## src/hdl/assert_macros.svh

```systemverilog
// Assertion macros shared by the RTL. Define ASSERT_OFF to compile them out.
`ifndef ASSERT_MACROS_SVH
`define ASSERT_MACROS_SVH
`ifndef ASSERT_OFF
// Property that must hold at every clock edge out of reset
`define ASSERT_PROP(lbl, clk, rstn, prop, msg) \
  lbl: assert property (@(posedge clk) disable iff (!rstn) (prop)) else $error(msg);
// Condition that must never be seen at a clock edge out of reset
`define ASSERT_NEVER(lbl, clk, rstn, cond, msg) \
  lbl: assert property (@(posedge clk) disable iff (!rstn) !(cond)) else $error(msg);
`else
`define ASSERT_PROP(lbl, clk, rstn, prop, msg)
`define ASSERT_NEVER(lbl, clk, rstn, cond, msg)
`endif
`endif

```

## src/hdl/grt_pkg.sv

```systemverilog
`timescale 1ns / 1ps
package grt_pkg;

  // Stick lanes: left X, left Y, right X, right Y
  localparam int NumAxes = 4;

  // Queue between classifier and scaler
  localparam int QDepth = 4;
  localparam int QPtrW  = $clog2(QDepth);
  localparam int QCntW  = $clog2(QDepth + 1);

  // Accepted report identifiers
  localparam logic [7:0] TypeUsb = 8'h30;
  localparam logic [7:0] TypeBt  = 8'h3F;

  // Stick centring offsets and lower range bounds (bounds as positive shift)
  localparam logic [7:0]         OffUsb  = 8'd127;
  localparam logic [15:0]        OffBt   = 16'd32767;
  localparam logic signed [16:0] ShiftUsb = 17'sd100;
  localparam logic signed [16:0] ShiftBt  = 17'sd25000;

  // Span of each source range
  localparam logic [15:0] DivUsbX = 16'd185;
  localparam logic [15:0] DivUsbY = 16'd190;
  localparam logic [15:0] DivBtX  = 16'd47000;
  localparam logic [15:0] DivBtY  = 16'd48000;

  // Reciprocals: floor(65535 * 2^16 / span)
  localparam int MulW = 25;
  localparam logic [63:0] FullScale = 64'd65535 << 16;
  localparam logic [MulW-1:0] MulUsbX = MulW'(FullScale / 64'(DivUsbX));
  localparam logic [MulW-1:0] MulUsbY = MulW'(FullScale / 64'(DivUsbY));
  localparam logic [MulW-1:0] MulBtX  = MulW'(FullScale / 64'(DivBtX));
  localparam logic [MulW-1:0] MulBtY  = MulW'(FullScale / 64'(DivBtY));

  // Output button bit positions
  localparam int BitUp     = 0;
  localparam int BitDown   = 1;
  localparam int BitLeft   = 2;
  localparam int BitRight  = 3;
  localparam int BitStart  = 4;
  localparam int BitBack   = 5;
  localparam int BitLThumb = 6;
  localparam int BitRThumb = 7;
  localparam int BitLShldr = 8;
  localparam int BitRShldr = 9;
  localparam int BitGuide  = 10;
  localparam int BitA      = 12;
  localparam int BitB      = 13;
  localparam int BitX      = 14;
  localparam int BitY      = 15;

  typedef struct packed {
    logic        mode;
    logic [15:0] buttons;
    logic        ltrig;
    logic        rtrig;
  } grt_side_t;

  // One classified request: sidebands plus offset stick magnitudes and signs
  typedef struct packed {
    grt_side_t                    side;
    logic [NumAxes-1:0][15:0]     mag;
    logic [NumAxes-1:0]           neg;
  } grt_item_t;

  // Output report, buttons in the lowest bits
  typedef struct packed {
    logic [NumAxes-1:0][15:0] thumb;
    logic [7:0]               rtrig;
    logic [7:0]               ltrig;
    logic [15:0]              buttons;
  } grt_report_t;

  // Direction pad bits for an eight-way hat code
  function automatic logic [15:0] hat_mask(input logic [7:0] hat);
    logic [15:0] m;
    m = '0;
    case (hat)
      8'd0: m[BitUp] = 1'b1;
      8'd1: begin
        m[BitUp] = 1'b1;
        m[BitRight] = 1'b1;
      end
      8'd2: m[BitRight] = 1'b1;
      8'd3: begin
        m[BitRight] = 1'b1;
        m[BitDown] = 1'b1;
      end
      8'd4: m[BitDown] = 1'b1;
      8'd5: begin
        m[BitDown] = 1'b1;
        m[BitLeft] = 1'b1;
      end
      8'd6: m[BitLeft] = 1'b1;
      8'd7: begin
        m[BitLeft] = 1'b1;
        m[BitUp] = 1'b1;
      end
      default: m = '0;
    endcase
    return m;
  endfunction

  function automatic logic [15:0] axis_div(input logic mode, input logic is_y);
    logic [15:0] d;
    case ({mode, is_y})
      2'b00:   d = DivUsbX;
      2'b01:   d = DivUsbY;
      2'b10:   d = DivBtX;
      default: d = DivBtY;
    endcase
    return d;
  endfunction

  function automatic logic [MulW-1:0] axis_mul(input logic mode, input logic is_y);
    logic [MulW-1:0] m;
    case ({mode, is_y})
      2'b00:   m = MulUsbX;
      2'b01:   m = MulUsbY;
      2'b10:   m = MulBtX;
      default: m = MulBtY;
    endcase
    return m;
  endfunction

endpackage

```

## src/hdl/grt_front.sv

```systemverilog
`timescale 1ns / 1ps
module grt_front (
  input  logic              s_axis_tvalid,
  input  logic              ready_i,
  // tdata: report_type, button_bits, hat_code, usb_stick_bytes,
  //        bt_left_x, bt_left_y, bt_right_x, bt_right_y
  input  logic [159:0]      s_axis_tdata,
  // tuser: mode
  input  logic              s_axis_tuser,
  output logic              push_o,
  output grt_pkg::grt_item_t item_o
);
  import grt_pkg::*;

  logic [7:0]  rtype;
  logic [31:0] bb;
  logic [7:0]  hat;
  logic [47:0] sb;
  logic [NumAxes-1:0][15:0] bt_raw;
  logic        type_ok;

  // Unpack the request fields
  assign rtype     = s_axis_tdata[7:0];
  assign bb        = s_axis_tdata[39:8];
  assign hat       = s_axis_tdata[47:40];
  assign sb        = s_axis_tdata[95:48];
  assign bt_raw[0] = s_axis_tdata[111:96];
  assign bt_raw[1] = s_axis_tdata[127:112];
  assign bt_raw[2] = s_axis_tdata[143:128];
  assign bt_raw[3] = s_axis_tdata[159:144];

  assign type_ok = s_axis_tuser ? (rtype == TypeBt) : (rtype == TypeUsb);
  // Drop requests of the wrong report type here
  assign push_o  = s_axis_tvalid && ready_i && type_ok;

  always_comb begin
    logic [15:0]             b;
    logic [NumAxes-1:0][7:0] usb_raw;
    logic [7:0]              ub;
    logic [15:0]             bw;
    logic signed [16:0]      a;
    // Map buttons and triggers
    b = '0;
    if (!s_axis_tuser) begin
      b[BitB]      = bb[11];
      b[BitA]      = bb[10];
      b[BitY]      = bb[9];
      b[BitX]      = bb[8];
      b[BitUp]     = bb[25];
      b[BitDown]   = bb[24];
      b[BitLeft]   = bb[27];
      b[BitRight]  = bb[26];
      b[BitStart]  = bb[17];
      b[BitBack]   = bb[16];
      b[BitGuide]  = bb[20];
      b[BitLShldr] = bb[30];
      b[BitLThumb] = bb[19];
      b[BitRShldr] = bb[14];
      b[BitRThumb] = bb[18];
      item_o.side.ltrig = bb[31];
      item_o.side.rtrig = bb[15];
    end else begin
      b[BitB]      = bb[1];
      b[BitA]      = bb[0];
      b[BitY]      = bb[3];
      b[BitX]      = bb[2];
      b[BitStart]  = bb[9];
      b[BitBack]   = bb[8];
      b[BitGuide]  = bb[12];
      b[BitLShldr] = bb[4];
      b[BitLThumb] = bb[10];
      b[BitRShldr] = bb[5];
      b[BitRThumb] = bb[11];
      b = b | hat_mask(hat);
      item_o.side.ltrig = bb[6];
      item_o.side.rtrig = bb[7];
    end
    item_o.side.buttons = b;
    item_o.side.mode    = s_axis_tuser;

    // Unpack, centre and shift each stick into a sign and a magnitude
    usb_raw[0] = {sb[11:8], sb[7:4]};
    usb_raw[1] = sb[23:16];
    usb_raw[2] = {sb[35:32], sb[31:28]};
    usb_raw[3] = sb[47:40];
    for (int i = 0; i < NumAxes; i++) begin
      ub = usb_raw[i] + OffUsb;
      bw = bt_raw[i] + OffBt;
      // Bluetooth Y axes point the other way
      if (i[0]) begin
        bw = 16'(16'd0 - bw);
      end
      if (s_axis_tuser) begin
        a = 17'(signed'(bw)) + ShiftBt;
      end else begin
        a = 17'(signed'(ub)) + ShiftUsb;
      end
      if (a < 0) begin
        item_o.neg[i] = 1'b1;
        item_o.mag[i] = 16'(-a);
      end else begin
        item_o.neg[i] = 1'b0;
        item_o.mag[i] = a[15:0];
      end
    end
  end

endmodule

```

## config.mk

```make
export PLATFORM = sky130hd
export DESIGN_NAME = grt_front
export DESIGN_NICKNAME = d
export VERILOG_FILES = /design/src/hdl/assert_macros.svh /design/src/hdl/grt_pkg.sv /design/src/hdl/grt_front.sv
export SDC_FILE = /design/constraint.sdc
export NUM_CORES = 1
export LEC_CHECK = 0
export BUFFER_PORTS_ARGS = -buffer_cell sky130_fd_sc_hd__buf_2
export CAP_MARGIN = 20
export CORE_MARGIN = 4
export CORE_UTILIZATION = 50
export DETAILED_ROUTE_END_ITERATION = 8
export MAX_ROUTING_LAYER = met4
export PLACE_DENSITY = 0.89
export REMOVE_ABC_BUFFERS = 1
export SLEW_MARGIN = 10
export SYNTH_ARGS = -nofsm -noshare
export SYNTH_HDL_FRONTEND = slang
export SYNTH_SLANG_ARGS = --single-unit
```

## constraint.sdc

```tcl
create_clock -name vclk -period 8.1
set_clock_uncertainty 0.05 [all_clocks]
set_input_delay 1.215 -clock vclk [all_inputs]
set_output_delay 1.215 -clock vclk [all_outputs]
set_load 0.02 [all_outputs]
```

==> tab_implementation.tex <==
\begin{tabular}{lr}
\hline
Metric & Value \\
\hline
\multicolumn{2}{l}{\textbf{CTS}} \\
\quad Post-CTS Setup Repair Bufs & 0 \\
\quad Count of instances resized after the clock tree is built & 0 \\
\quad Number of buffers inserted for hold repair after clock tree synthesis & 0 \\
\multicolumn{2}{l}{\textbf{Cells and area}} \\
\quad Leading cell type in the layout, fill and taps excluded & buf\_2 \\
\quad Total number of nets in the final design & 1287 \\
\quad Fraction of final layout cells with drive strength greater than 1 & 26.50\% \\
\quad Count of fill cells added during filler insertion & 1131 \\
\quad Sequential cell area & 0 sq um \\
\quad Area added between synthesis and finish & 17.72\% \\
\quad Num sequential & 0 \\
\quad Top library cells by usage in the layout, fill and taps aside & buf\_2 (227), nor2\_1 (93), xnor2\_1 (91), nand2\_1 (75), a21oi\_1 (50) \\
\quad Area occupied by multi-input gates & 5683 sq um \\
\quad Clock buffers & 0 \\
\quad Layout Utilization & 60.06\% \\
\multicolumn{2}{l}{\textbf{Route}} \\
\quad Via count & 7539 \\
\quad Detailed-routed wire length on met2 & 9033 um \\
\quad Wire length on met1 & 8264 um \\
\quad TritonRoute pass-1 iters & 6 \\
\quad Remaining number of nets flagged by the antenna check after routing & 0 \\
\quad DRC violations left & 0 \\
\quad Routed vias/inst & 6.026 \\
\quad Wire length after detailed routing & 19050 um \\
\quad Top routing layer in use & met4 \\
\quad Routed length per instance & 15.23 um \\
\quad Iter 0 DRT Violations & 869 \\
\quad Detail Route met3 WL & 1458 um \\
\multicolumn{2}{l}{\textbf{Synth}} \\
\quad Total standard cell area after synthesis & 6128 sq um \\
\quad Mean cell area of the mapped netlist & 6.554 sq um \\
\quad Yosys warning total & 0 \\
\quad Number of distinct library cells after synthesis & 89 \\
\quad Post-Synthesis Cells & 935 \\
\quad Sequential area share after synthesis & 0\% \\
\multicolumn{2}{l}{\textbf{Critical path}} \\
\quad Capturing element type of the critical path & output port \\
\quad Critical path capture point & item\_o[48] \\
\quad Max incr delay on CP & 0.61 ns \\
\quad Worst Setup Path Type & input port to output port \\
\quad Launching element type of the critical path & input port \\
\quad Cell with the largest stage delay on the worst path & or4b\_1 \\
\quad Peak fanout along the critical path & 9 \\
\quad CP Launch Point & s\_axis\_tdata[128] \\
\quad Data arrival time at the worst-slack endpoint & 4.70 ns \\
\quad Cells traversed along the worst timing path & buf\_2, inv\_1, ha\_1, or4b\_1, nand2\_1, ha\_1, inv\_1, o31ai\_1, a222oi\_1, xnor2\_1, mux2i\_1, nor4b\_2, nand2\_1, o31ai\_1, xor2\_1, buf\_2 \\
\quad Req. time, crit path & 6.84 ns \\
\multicolumn{2}{l}{\textbf{Power}} \\
\quad Leakage power & 2.988 nW \\
\quad Power per standard cell area & 71.60 nW/um\^{}2 \\
\quad Largest vdd supply drop & 0.06524 mV \\
\multicolumn{2}{l}{\textbf{Placed design}} \\
\quad Detailed Place HPWL & 15680 um \\
\quad Total of buffers placed on input and output ports & 228 \\
\quad Placer's final routability congestion estimate & 0.9692 \\
\quad Dpl ws & 2.141 ns \\
\multicolumn{2}{l}{\textbf{Timing}} \\
\quad Final hold violation count & 0 \\
\quad Final worst path period share & 73.60\% \\
\quad Remaining max-slew budget at the tightest pin & 46.23\% \\
\quad Slew of the pin with the lowest slew margin & 0.8048 ns \\
\quad Setup-violating endpoint count in the final report & 0 \\
\quad Summed negative setup slack over all endpoints & 0 ns \\
\quad Achievable frequency & 167.7 MHz \\
\quad Final hold slack & 2.636 ns \\
\quad Final slew viol count & 0 \\
\quad Setup slack after layout & 2.138 ns \\
\quad Setup repair after global routing missed its margin & false \\
\quad Min cycle time layout & 5.962 ns \\
\multicolumn{2}{l}{\textbf{Run}} \\
\quad Reported max-cap violation count & 0 \\
\multicolumn{2}{l}{\textbf{Hold path}} \\
\quad Min-delay src & s\_axis\_tdata[7] \\
\quad Class of the tightest hold or removal check & input port to output port \\
\multicolumn{2}{l}{\textbf{Global routing}} \\
\quad GRT Resource Usage Total & 25.65\% \\
\quad Maximum number of pins on one net before global-route repair & 50 \\
\quad Global-route congestion overflow total & 0 \\
\quad Vias in the first global route & 6759 \\
\quad Number of antenna violations at the first check in global routing & 2 \\
\quad First-pass GRT wire length & 31290 um \\
\multicolumn{2}{l}{\textbf{Floorplanning}} \\
\quad Die Ht & 118.7 um \\
\quad \# rows & 40 \\
\quad Die outline area & 14090 sq um \\
\quad Number of top-level pins & 251 \\
\quad Placeable core area & 12010 sq um \\
\quad Width of the die & 118.7 um \\
\quad Starting density of the core & 51.02\% \\
\multicolumn{2}{l}{\textbf{Run status}} \\
\quad Outcome & finished, final reports clean \\
\hline
\end{tabular}
[synth_stat cells, types with 19 or more instances]
cell      number  area, sq um
mux2_2        20        225.2
a21oi_1       50        250.2
o21ai_0       45        225.2
nor3_1        43        215.2
xor2_1        48        420.4
inv_1         42        157.7
a31oi_1       20        125.1
mux2i_1       19        190.2
ha_1          20        250.2
nor2_1        93        349.1
clkbuf_1      44        165.2
or3_1         22        137.6
nand2_1       75        281.5
nand3_1       19        95.09
xnor2_1       91        797.0
[worst max-delay path, delay by kind of cell]
kind | cells | cell delay (ns)
muxes | 1 | 0.15
adders and majority gates | 2 | 0.50
and+or+nand+nor | 4 | 1.31
xor gates and xnor gates | 2 | 0.33
AOI/OAI and AO/OA | 3 | 0.71
buffers and inverters | 4 | 0.47
[worst min path at each step]
stage                       to  slack, ns  cells after the start
floorplan           item_o[86]       2.38                      0
global placement        push_o       2.64                      3
detailed placement      push_o       2.64                      3
CTS                     push_o       2.64                      3
global route            push_o       2.65                      3
finish                  push_o       2.64                      3
[layout make-up]
type	count	area share, %
inverter	47	2.445
multi-input combinational	824	78.77
tap	147	2.549
antenna	2	0.06937
timing repair buffer	231	16.16
[power breakdown]
group | switching, mW | internal [mW]
sequential | 0 | 0
combinational | 0.318 | 0.198
clock | 0 | 0.0000000330
[metrics by stage]
stage	total power, mW	area, sq um	std cells
3_3_place_gp	0.5028	7209	1249
4_1_cts	0.5132	7209	1249
3_5_place_dp	0.5108	7209	1249
2_1_floorplan	0.3276	5859	871
6_report	0.5166	7214	1251
5_1_grt	0.5629	7214	1251
[logic make-up after synthesis]
group / share of synthesized area [%]
buffers and inverters: 7.268
other: 0.06119
XOR/XNOR: 19.87
AO/OA/AOI/OAI: 28.54
adder cells (fa/ha/maj): 4.247
multiplexers: 6.778
AND/OR/NAND/NOR: 33.24
[layer usage]
layer  up-vias  GRT usage, %
li1       3749             -
met1      3415         33.68
met2       345         43.87
met3        30         2.010
met4         0         4.127
met5         -             -
Power figures use the tool's default switching activity.
