===== config.mk =====
export PLATFORM = sky130hd
export DESIGN_NAME = grt_queue
export DESIGN_NICKNAME = d
export VERILOG_FILES = /design/src/hdl/grt_pkg.sv /design/src/hdl/grt_queue.sv
export VERILOG_INCLUDE_DIRS = /design/src /design/src/hdl
export SDC_FILE = /design/constraint.sdc
export NUM_CORES = 1
export LEC_CHECK = 0
export ABC_AREA = 0
export BUFFER_PORTS_ARGS = -buffer_cell sky130_fd_sc_hd__buf_2
export CAP_MARGIN = 10
export CELL_PAD_IN_SITES_DETAIL_PLACEMENT = 1
export CELL_PAD_IN_SITES_GLOBAL_PLACEMENT = 1
export CORE_ASPECT_RATIO = 1.2
export CORE_MARGIN = 4
export CORE_UTILIZATION = 40
export DETAILED_ROUTE_END_ITERATION = 10
export PLACE_DENSITY_LB_ADDON = 0.1
export SLEW_MARGIN = 15
export SYNTH_ARGS = -nofsm -noshare
export SYNTH_HDL_FRONTEND = slang
export SYNTH_SLANG_ARGS = --single-unit
export TNS_END_PERCENT = 1

===== constraint.sdc =====
create_clock -name clk_i -period 3.3 [get_ports clk_i]
set_input_delay 0.66 -clock clk_i [delete_from_list [all_inputs] [get_ports clk_i]]
set_output_delay 0.66 -clock clk_i [all_outputs]
set_load 0.005 [all_outputs]

===== src/hdl/assert_macros.svh =====
// Assertion macros shared by the RTL. Define ASSERT_OFF to compile them out.
`ifndef ASSERT_MACROS_SVH
`define ASSERT_MACROS_SVH
`ifndef ASSERT_OFF
// Property that must hold at every clock edge out of reset
`define ASSERT_PROP(lbl, clk, rstn, prop, msg) \
  lbl: assert property (@(posedge clk) disable iff (!rstn) (prop)) else $error(msg);
// Condition that must never be seen at a clock edge out of reset
`define ASSERT_NEVER(lbl, clk, rstn, cond, msg) \
  lbl: assert property (@(posedge clk) disable iff (!rstn) !(cond)) else $error(msg);
`else
`define ASSERT_PROP(lbl, clk, rstn, prop, msg)
`define ASSERT_NEVER(lbl, clk, rstn, cond, msg)
`endif
`endif


===== src/hdl/grt_pkg.sv =====
`timescale 1ns / 1ps
package grt_pkg;

  // Stick lanes: left X, left Y, right X, right Y
  localparam int NumAxes = 4;

  // Queue between classifier and scaler
  localparam int QDepth = 4;
  localparam int QPtrW  = $clog2(QDepth);
  localparam int QCntW  = $clog2(QDepth + 1);

  // Accepted report identifiers
  localparam logic [7:0] TypeUsb = 8'h30;
  localparam logic [7:0] TypeBt  = 8'h3F;

  // Stick centring offsets and lower range bounds (bounds as positive shift)
  localparam logic [7:0]         OffUsb  = 8'd127;
  localparam logic [15:0]        OffBt   = 16'd32767;
  localparam logic signed [16:0] ShiftUsb = 17'sd100;
  localparam logic signed [16:0] ShiftBt  = 17'sd25000;

  // Span of each source range
  localparam logic [15:0] DivUsbX = 16'd185;
  localparam logic [15:0] DivUsbY = 16'd190;
  localparam logic [15:0] DivBtX  = 16'd47000;
  localparam logic [15:0] DivBtY  = 16'd48000;

  // Reciprocals: floor(65535 * 2^16 / span)
  localparam int MulW = 25;
  localparam logic [63:0] FullScale = 64'd65535 << 16;
  localparam logic [MulW-1:0] MulUsbX = MulW'(FullScale / 64'(DivUsbX));
  localparam logic [MulW-1:0] MulUsbY = MulW'(FullScale / 64'(DivUsbY));
  localparam logic [MulW-1:0] MulBtX  = MulW'(FullScale / 64'(DivBtX));
  localparam logic [MulW-1:0] MulBtY  = MulW'(FullScale / 64'(DivBtY));

  // Output button bit positions
  localparam int BitUp     = 0;
  localparam int BitDown   = 1;
  localparam int BitLeft   = 2;
  localparam int BitRight  = 3;
  localparam int BitStart  = 4;
  localparam int BitBack   = 5;
  localparam int BitLThumb = 6;
  localparam int BitRThumb = 7;
  localparam int BitLShldr = 8;
  localparam int BitRShldr = 9;
  localparam int BitGuide  = 10;
  localparam int BitA      = 12;
  localparam int BitB      = 13;
  localparam int BitX      = 14;
  localparam int BitY      = 15;

  typedef struct packed {
    logic        mode;
    logic [15:0] buttons;
    logic        ltrig;
    logic        rtrig;
  } grt_side_t;

  // One classified request: sidebands plus offset stick magnitudes and signs
  typedef struct packed {
    grt_side_t                    side;
    logic [NumAxes-1:0][15:0]     mag;
    logic [NumAxes-1:0]           neg;
  } grt_item_t;

  // Output report, buttons in the lowest bits
  typedef struct packed {
    logic [NumAxes-1:0][15:0] thumb;
    logic [7:0]               rtrig;
    logic [7:0]               ltrig;
    logic [15:0]              buttons;
  } grt_report_t;

  // Direction pad bits for an eight-way hat code
  function automatic logic [15:0] hat_mask(input logic [7:0] hat);
    logic [15:0] m;
    m = '0;
    case (hat)
      8'd0: m[BitUp] = 1'b1;
      8'd1: begin
        m[BitUp] = 1'b1;
        m[BitRight] = 1'b1;
      end
      8'd2: m[BitRight] = 1'b1;
      8'd3: begin
        m[BitRight] = 1'b1;
        m[BitDown] = 1'b1;
      end
      8'd4: m[BitDown] = 1'b1;
      8'd5: begin
        m[BitDown] = 1'b1;
        m[BitLeft] = 1'b1;
      end
      8'd6: m[BitLeft] = 1'b1;
      8'd7: begin
        m[BitLeft] = 1'b1;
        m[BitUp] = 1'b1;
      end
      default: m = '0;
    endcase
    return m;
  endfunction

  function automatic logic [15:0] axis_div(input logic mode, input logic is_y);
    logic [15:0] d;
    case ({mode, is_y})
      2'b00:   d = DivUsbX;
      2'b01:   d = DivUsbY;
      2'b10:   d = DivBtX;
      default: d = DivBtY;
    endcase
    return d;
  endfunction

  function automatic logic [MulW-1:0] axis_mul(input logic mode, input logic is_y);
    logic [MulW-1:0] m;
    case ({mode, is_y})
      2'b00:   m = MulUsbX;
      2'b01:   m = MulUsbY;
      2'b10:   m = MulBtX;
      default: m = MulBtY;
    endcase
    return m;
  endfunction

endpackage


===== src/hdl/grt_queue.sv =====
`timescale 1ns / 1ps
`include "assert_macros.svh"
module grt_queue (
  input  logic               clk_i,
  input  logic               rst_ni,
  input  logic               push_i,
  input  grt_pkg::grt_item_t push_data_i,
  output logic               ready_o,
  output logic               valid_o,
  output grt_pkg::grt_item_t data_o,
  input  logic               pop_i
);
  import grt_pkg::*;

  grt_item_t        mem_q [QDepth];
  logic [QPtrW-1:0] wr_ptr_q, wr_ptr_d;
  logic [QPtrW-1:0] rd_ptr_q, rd_ptr_d;
  logic [QCntW-1:0] cnt_q, cnt_d;

  assign ready_o = (cnt_q != QCntW'(QDepth));
  assign valid_o = (cnt_q != '0);
  assign data_o  = mem_q[rd_ptr_q];

  // Advance pointers and occupancy
  always_comb begin
    wr_ptr_d = push_i ? wr_ptr_q + 1'b1 : wr_ptr_q;
    rd_ptr_d = pop_i ? rd_ptr_q + 1'b1 : rd_ptr_q;
    cnt_d    = cnt_q;
    if (push_i && !pop_i) begin
      cnt_d = cnt_q + 1'b1;
    end else if (!push_i && pop_i) begin
      cnt_d = cnt_q - 1'b1;
    end
  end

  always_ff @(posedge clk_i or negedge rst_ni) begin
    if (!rst_ni) begin
      wr_ptr_q <= '0;
      rd_ptr_q <= '0;
      cnt_q    <= '0;
    end else begin
      wr_ptr_q <= wr_ptr_d;
      rd_ptr_q <= rd_ptr_d;
      cnt_q    <= cnt_d;
    end
  end

  // Store the request at the write pointer
  always_ff @(posedge clk_i) begin
    if (push_i) begin
      mem_q[wr_ptr_q] <= push_data_i;
    end
  end

  `ASSERT_NEVER(a_q_overflow, clk_i, rst_ni, (cnt_q == QCntW'(QDepth)) && push_i, "queue overflow")
  `ASSERT_NEVER(a_q_underflow, clk_i, rst_ni, (cnt_q == '0) && pop_i, "queue underflow")
  `ASSERT_PROP(a_q_count, clk_i, rst_ni, cnt_q[QPtrW-1:0] == QPtrW'(wr_ptr_q - rd_ptr_q), "queue count mismatch")

endmodule


==> results of run 1 <==
## per-stage QoR
step | utilization [%] | cells
2_1_floorplan | - | 490
3_3_place_gp | 45.67 | 1067
3_5_place_dp | 45.67 | 1067
4_1_cts | 49.31 | 1131
5_1_grt | 49.32 | 1132
6_report | 49.32 | 1132
## cell type report
type                            count  area (sq um)
Antenna cell                        1         2.502
Clock buffer                       50          1027
Clock inverter                     13         113.9
Fill cell                        2844         16030
Inverter                            4         15.01
Multi-Input combinational cell    111          2171
Sequential cell                   355         10630
Tap cell                          401         501.7
Timing Repair Buffer              197          1134
## worst paths after layout
path	start	endpoint	slack [ns]	cells after the start
setup / recovery	rd_ptr_q[1]$_DFFE_PN0P_	data_o[51]	0.51	3
hold / removal	push_data_i[84]	mem_q[2][84]$_DFFE_PP_	0.35	1
setup reg to reg	wr_ptr_q[0]$_DFFE_PN0P_	mem_q[0][0]$_DFFE_PP_	1.43	4
hold reg to reg	cnt_q[2]$_DFFE_PN0P_	cnt_q[2]$_DFFE_PN0P_	0.50	1
max in group asynchronous	rst_ni	rd_ptr_q[1]$_DFFE_PN0P_	2.59	2
min in group asynchronous	rst_ni	rd_ptr_q[0]$_DFFE_PN0P_	0.53	2
## layer usage
metal | up-vias | wire, um | track usage [%]
li1 | 2541 | - | -
met1 | 3047 | 10090 | 18.32
met2 | 157 | 13770 | 26.54
met3 | 44 | 1557 | 4.285
met4 | 8 | 654 | 4.830
met5 | - | 57 | 0
## flip-flops by register name (all words and copies together), names as in the netlist
| signal | count |
|---|---|
| wr_ptr_q | 2 |
| cnt_q | 3 |
| rd_ptr_q | 2 |
| mem_q | 348 |
## what timing repair did
action,in CTS,in global routing
endpoints found under the hold margin,7,0
resized for setup,0,0
hold buffers,1,0
## placed cells by master, fill, tap and decap left out, types with 2 or more instances in the layout
cell / count
edfxtp_1: 348
buf_2: 179
mux4_2: 87
clkbuf_16: 39
clkbuf_1: 10
buf_4: 9
buf_12: 8
clkinv_1: 7
ha_1: 5
dfrtp_1: 5
inv_1: 4
and2_4: 4
xor2_1: 4
nand2_1: 3
nor2_1: 2
xnor2_1: 2
clkinv_2: 2
bufinv_16: 2
dfrtp_4: 2
## critical path: cells and delay by family (launching register included)
family	cells	cell delay [ns]
flip-flops	1	0.80
buffers and inverters	2	0.46
multiplexers	1	0.33
## power by group through the flow
stage	clock, mW	combinational, mW	sequential [mW]
after CTS	4.05	3.83	6.24
after detailed placement	0	3.82	6.33
final	3.90	3.64	6.21
after floorplan	0	2.31	6.18
after global placement	0	3.79	6.26
after global routing	4.28	4.01	6.29
## cells by family (layout without fill, tap and decap cells)
| logic type | after synthesis | count (layout) |
|---|---|---|
| multiplexers | 88 | 88 |
| other | 0 | 1 |
| buffers and inverters | 24 | 264 |
| flip-flops | 355 | 355 |
| XOR/XNOR | 6 | 6 |
| adder cells (fa/ha/maj) | 6 | 6 |
| AO/OA/AOI/OAI | 1 | 1 |
| AND/OR/NAND/NOR | 10 | 10 |
==> metrics.cfg, run 1 <==
[timing]
slew_headroom_pct=61.85
hold_slack_ns=0.3507
setup_viol=0
min_period_ns=2.787
fin_crit_sh_pct=84.45
clock_skew_ns=0.01907
max_slew.worst_pin.slew_ns=0.5722
tns_ns=0
hold_viol=0
report.final.slew_viol_count=0
fin_ws_ns=0.5131
max_clock_freq_mhz=358.8
rsz0062_at_grt=false

[setup_path]
critPathCaptureType=primary output
max_stage_delay_ns=0.80
required_ns=2.64
cp.arrival_ns=2.13
cp-start-kind=register
crit_chain=buf_4 > mux4_2 > buf_2
critical_path_class=register to primary output
cp_slowest_cell=dfrtp_4
crit_fanout=35

[routing]
ant_nets=0
totalWireLength_um=26130
num_vias=5797
drt-pass1-iter-count=4
wl_per_cell_um=23.08
drtIter0Drc=363
detail_route.drc_violations=0
viasPerCell=5.121

[die]
fp-row-count=71
io_pins=180
start_util_pct=40.91
dieArea_sq_um=35300
die_w_um=172.2
dieHeight_um=205.0
core_area_sq_um=31630

[pwr]
power_frac_comb_pct=26.5
power_switching_mw=3.675
p_int_mw=10.08
seq_power_share_pct=45.2
peakVddDrop_uv=414.5
p_leak_nw=5.328
pwr_density_cell_nw_per_um2=881.9
power_mw=13.75
power.share.clock_pct=28.3
swShare_pct=26.72

[placed_design]
place.gp.congestion=0.7014
post-dp-hpwl_um=16500
numPortBuffers=179
placed_area_sq_um=14440
pre_cts_ws_ns=0.9899

[yosys]
synth-compound-area-share_pct=0.03868
async_flop_share_pct=1.972
syn_inst=490
synthTopCellsByCount=348 x edfxtp_1, 87 x mux4_2, 7 x buf_2, 7 x dfrtp_1
syn_area_sq_um=12940
synth.area.top_cells=edfxtp_1 81%, mux4_2 15%, dfrtp_1 1.4%, ha_1 0.48%, buf_4 0.29%
seq_area_frac_synth_pct=82.12
synth_most_common_cell=edfxtp_1
synth_seq_cells=355
synth.avg_cell_area_sq_um=26.41
synthSimpleGateAreaFrac_pct=0.3868
synthXorXnorAreaFrac_pct=0.4062
synth_edf_count=348
synth_cell_types=20
synth_top_family_by_area=multiplexers
synth_area_leader_cell=edfxtp_1
syn_nets=587
synth_top_area_share_pct=80.77
synth_fa_ha_area_share_pct=0.6382
synth_top_flop_cell=edfxtp_1
yosysWarnings=0
synth.area.mux_share_pct=15.23

[final_layout]
syn_to_final_growth_pct=20.55
nets=803
fin_area_sq_um=15600
drive_gt1_share_pct=46.03

[cts]
clockBufferDepth=3
cts_root_buffer=clkbuf_16
insertion_delay_ns=0.52
post_cts_buffers=0
clkTransAtPathRegs_ns=0.06
htree_levels=2
cts_made_buffers=37
clock_sinks=355
cts_tree=yes

[grt]
grt_first_pass_wirelength_um=40170
first_global_vias=6701
grt_max_degree=61
antenna_found_initial=5
gr-usage-all-layers_pct=15.23
grt-ovfl-total=0

[worst_hold_path]
hold_class=primary input to register

[run_status]
status=finished clean

[job]
cap_violations=0

Power figures use the tool's default switching activity.
==> run 2: changes to the inputs <==
Settings changed: ABC_AREA 0 to 1.
Clock period 3.3 ns to 2.8 ns, I/O delays scaled along.
==> run 2 against run 1 <==
Net effect: final cell count rose by 53%; via count is 45% higher; area after synthesis grew 11%; sequential share of layout area decreased by 5.1 points; register-to-register slack got worse by 0.50 ns; hold slack worse by 0.11 ns; clock skew fell by 0.0018 ns; largest power group unchanged; core utilization down 1.4 points; first-iteration DRC count grew 25%; critical path type unchanged.
==> metrics.cfg, run 2 <==
[timing]
rsz0062_at_grt=false
hold_viol=0  ; unchanged
fin_crit_sh_pct=93.17
max_clock_freq_mhz=383.3
report.final.slew_viol_count=0  ; unchanged
slew_headroom_pct=64.49  ; +2.6 points
clock_skew_ns=0.01731  ; -0.001764 ns
min_period_ns=2.609
setup_viol=0  ; unchanged
max_slew.worst_pin.slew_ns=0.5315  ; -0.04068 ns
hold_slack_ns=0.2447  ; -0.1061 ns

[yosys]
synth_edf_count=348  ; unchanged
synth_top_flop_cell=edfxtp_1
syn_area_sq_um=14340  ; +11%
syn_inst=1064  ; +120%
synth_area_leader_cell=edfxtp_1
synthTopCellsByCount=348 x edfxtp_1, 272 x nand2_1, 187 x inv_1
async_flop_share_pct=1.972  ; unchanged
synth_top_area_share_pct=72.88  ; -7.9 points
seq_area_frac_synth_pct=74.10  ; -8.0 points
synth.area.top_cells=edfxtp_1 73%, o211ai_1 9.0%, nand2_1 7.1%, inv_1 4.9%, buf_6 2.7%
synth_seq_cells=355  ; unchanged
synth.avg_cell_area_sq_um=13.48  ; -49%
synth_most_common_cell=edfxtp_1
syn_nets=1161  ; +98%
synth_cell_types=18  ; -10%
yosysWarnings=0  ; unchanged

[routing]
detail_route.drc_violations=0  ; unchanged
viasPerCell=4.835  ; -5.6%
drtIter0Drc=455  ; +25%
num_vias=8384  ; +45%
wl_per_cell_um=17.78  ; -23%
drt-pass1-iter-count=4  ; unchanged
ant_nets=0  ; unchanged
totalWireLength_um=30840  ; +18%

[setup_path]
critPathCaptureType=primary output
crit_chain=inv_4 > buf_4 > o211ai_1 > nand2_1 > buf_2
critical_path_class=register to primary output
cp-start-kind=register
crit_fanout=25  ; -29%
max_stage_delay_ns=0.50  ; -0.30 ns
reg2reg_from=wr_ptr_q[1]$_DFFE_PN0P_
cp_slowest_cell=dfrtp_4
startpoint=rd_ptr_q[1]$_DFFE_PN0P_
rrSetupSlack_ns=0.93  ; -0.50 ns
cp.arrival_ns=2.05  ; -0.08 ns
required_ns=2.24  ; -0.40 ns

[grt]
grt_first_pass_wirelength_um=48020  ; +20%
grt-ovfl-total=0  ; unchanged
grt_max_degree=88  ; +44%
antenna_found_initial=4  ; -1
busiest_layer=met2
gr-usage-met2_pct=28.32  ; +1.8 points
gr-usage-all-layers_pct=15.66  ; +0.43 points
first_global_vias=8831  ; +32%
grtUsageMet1_pct=18.90  ; +0.58 points
met3_usage_pct=3.705  ; -0.58 points

[die]
dieArea_sq_um=38950  ; +10%
die_w_um=180.8  ; +5.0%
core_area_sq_um=35190  ; +11%
fp-row-count=75  ; +5.6%
io_pins=180  ; unchanged
dieHeight_um=215.4  ; +5.1%
start_util_pct=40.75  ; -0.17 points

[pwr]
peakVddDrop_uv=513.4  ; +24%
pwr_density_cell_nw_per_um2=1047  ; +19%
power_mw=17.64  ; +28%
p_leak_nw=6.717  ; +26%

[placed_design]
numPortBuffers=179  ; unchanged
post-dp-hpwl_um=18710  ; +13%
place.gp.congestion=0.7020  ; about the same

[worst_hold_path]
hold_class=primary input to register
worstHoldStart=push_data_i[59]

[final_layout]
mostFrequentLayoutCell=edfxtp_1
final_cell_mix=348 x edfxtp_1, 272 x nand2_1, 183 x inv_1
ff_latch_area_sq_um=10630  ; unchanged
nets=1343  ; +67%
drive_gt1_share_pct=20.61  ; -25 points
regMostFlops=mem_q
reg.largest.list=mem_q x348, cnt_q x3
multi_input_area_sq_um=2486  ; +15%
syn_to_final_growth_pct=17.49
largest_register_ff_count=348  ; unchanged
fillers=3693  ; +30%

[cts]
htree_levels=2  ; unchanged
clockBufferDepth=3  ; unchanged
insertion_delay_ns=0.53  ; about the same
cts_tree=yes
cts_root_buffer=clkbuf_16
clock_sinks=355  ; unchanged
cts_made_buffers=37  ; unchanged
clkTransAtPathRegs_ns=0.06  ; about the same

[run_status]
status=finished clean

[job]
cap_violations=0  ; unchanged

## run 2: cell count changes after synthesis, sizes merged, moves of 2 or more
cell    change
nand3       +3
and2        -4
o211ai    +174
inv       +184
buf        +43
mux4       -87
nor2        -2
clkbuf      -4
nand2     +269
## run 2: metal layers
metal  vias to the layer above  routed length [um]
li1                       4056                   -
met1                      4139               12830
met3                        41                1509
met4                         6                 502
met2                       142               15970
met5                         -                  29
## run 2: kinds of logic (layout without fill, tap and decap cells)
kind of cell,Yosys count,after routing,synth area share [%]
flops,355,355,74.10
simple gates,276,276,7.269
buf+inv,247,454,8.560
compound gates,176,176,9.250
fa+ha+maj,6,6,0.5759
xor+xnor,4,4,0.2444
other cells,0,1,0
## run 2: cell type report
type / instances / share of cell area, %
antenna: 1 / 0.01485
multi-input combinational: 462 / 14.76
timing repair buffer: 202 / 7.420
tap: 462 / 3.431
inverter: 188 / 4.271
clock buffer: 44 / 5.905
clock inverter: 20 / 1.084
sequential: 355 / 63.12
## run 2: final timing paths
path                       depth (start not counted)                       to
max                                                5               data_o[44]
min                                                1   mem_q[0][59]$_DFFE_PP_
max reg2reg                                        5   mem_q[1][35]$_DFFE_PP_
min reg2reg                                        2     cnt_q[2]$_DFFE_PN0P_
max in group asynchronous                          2  rd_ptr_q[1]$_DFFE_PN0P_
min in group asynchronous                          2  rd_ptr_q[0]$_DFFE_PN0P_
## run 2: report_power, final
group	leakage (nW)	switching, mW	internal [mW]
registers	3.28	0.291	6.95
logic	2.87	3.57	2.06
clock network	0.572	1.95	2.81
total	6.72	5.81	11.8
## run 2: critical path, delay by kind of cell, from the launching register on
family | cells | cell delay [ns]
buffers and inverters | 3 | 0.75
DFF | 1 | 0.50
and+or+nand+nor | 1 | 0.13
AOI/OAI and AO/OA | 1 | 0.12
## run 2: per-stage QoR
| step | TNS [ns] | std cells | setup WS, ns | area (sq um) | util, % |
|---|---|---|---|---|---|
| after floorplan | -46.05 | 1064 | -0.1772 | 14340 | - |
| after global placement | 0 | 1667 | 0.7331 | 15650 | 44.46 |
| after detailed placement | 0 | 1667 | 0.7079 | 15650 | 44.46 |
| after CTS | 0 | 1732 | 0.1291 | 16830 | 47.83 |
| after global routing | 0 | 1734 | 0.07777 | 16850 | 47.87 |
| final | 0 | 1734 | 0.1914 | 16850 | 47.87 |
## run 2: timing repair
item | in CTS | in global routing
hold buffers | 1 | 0
endpoints found under the setup margin | 0 | 1
hold endpoints to repair | 7 | 0
buffers inserted | 0 | 1
resized for setup | 0 | 0
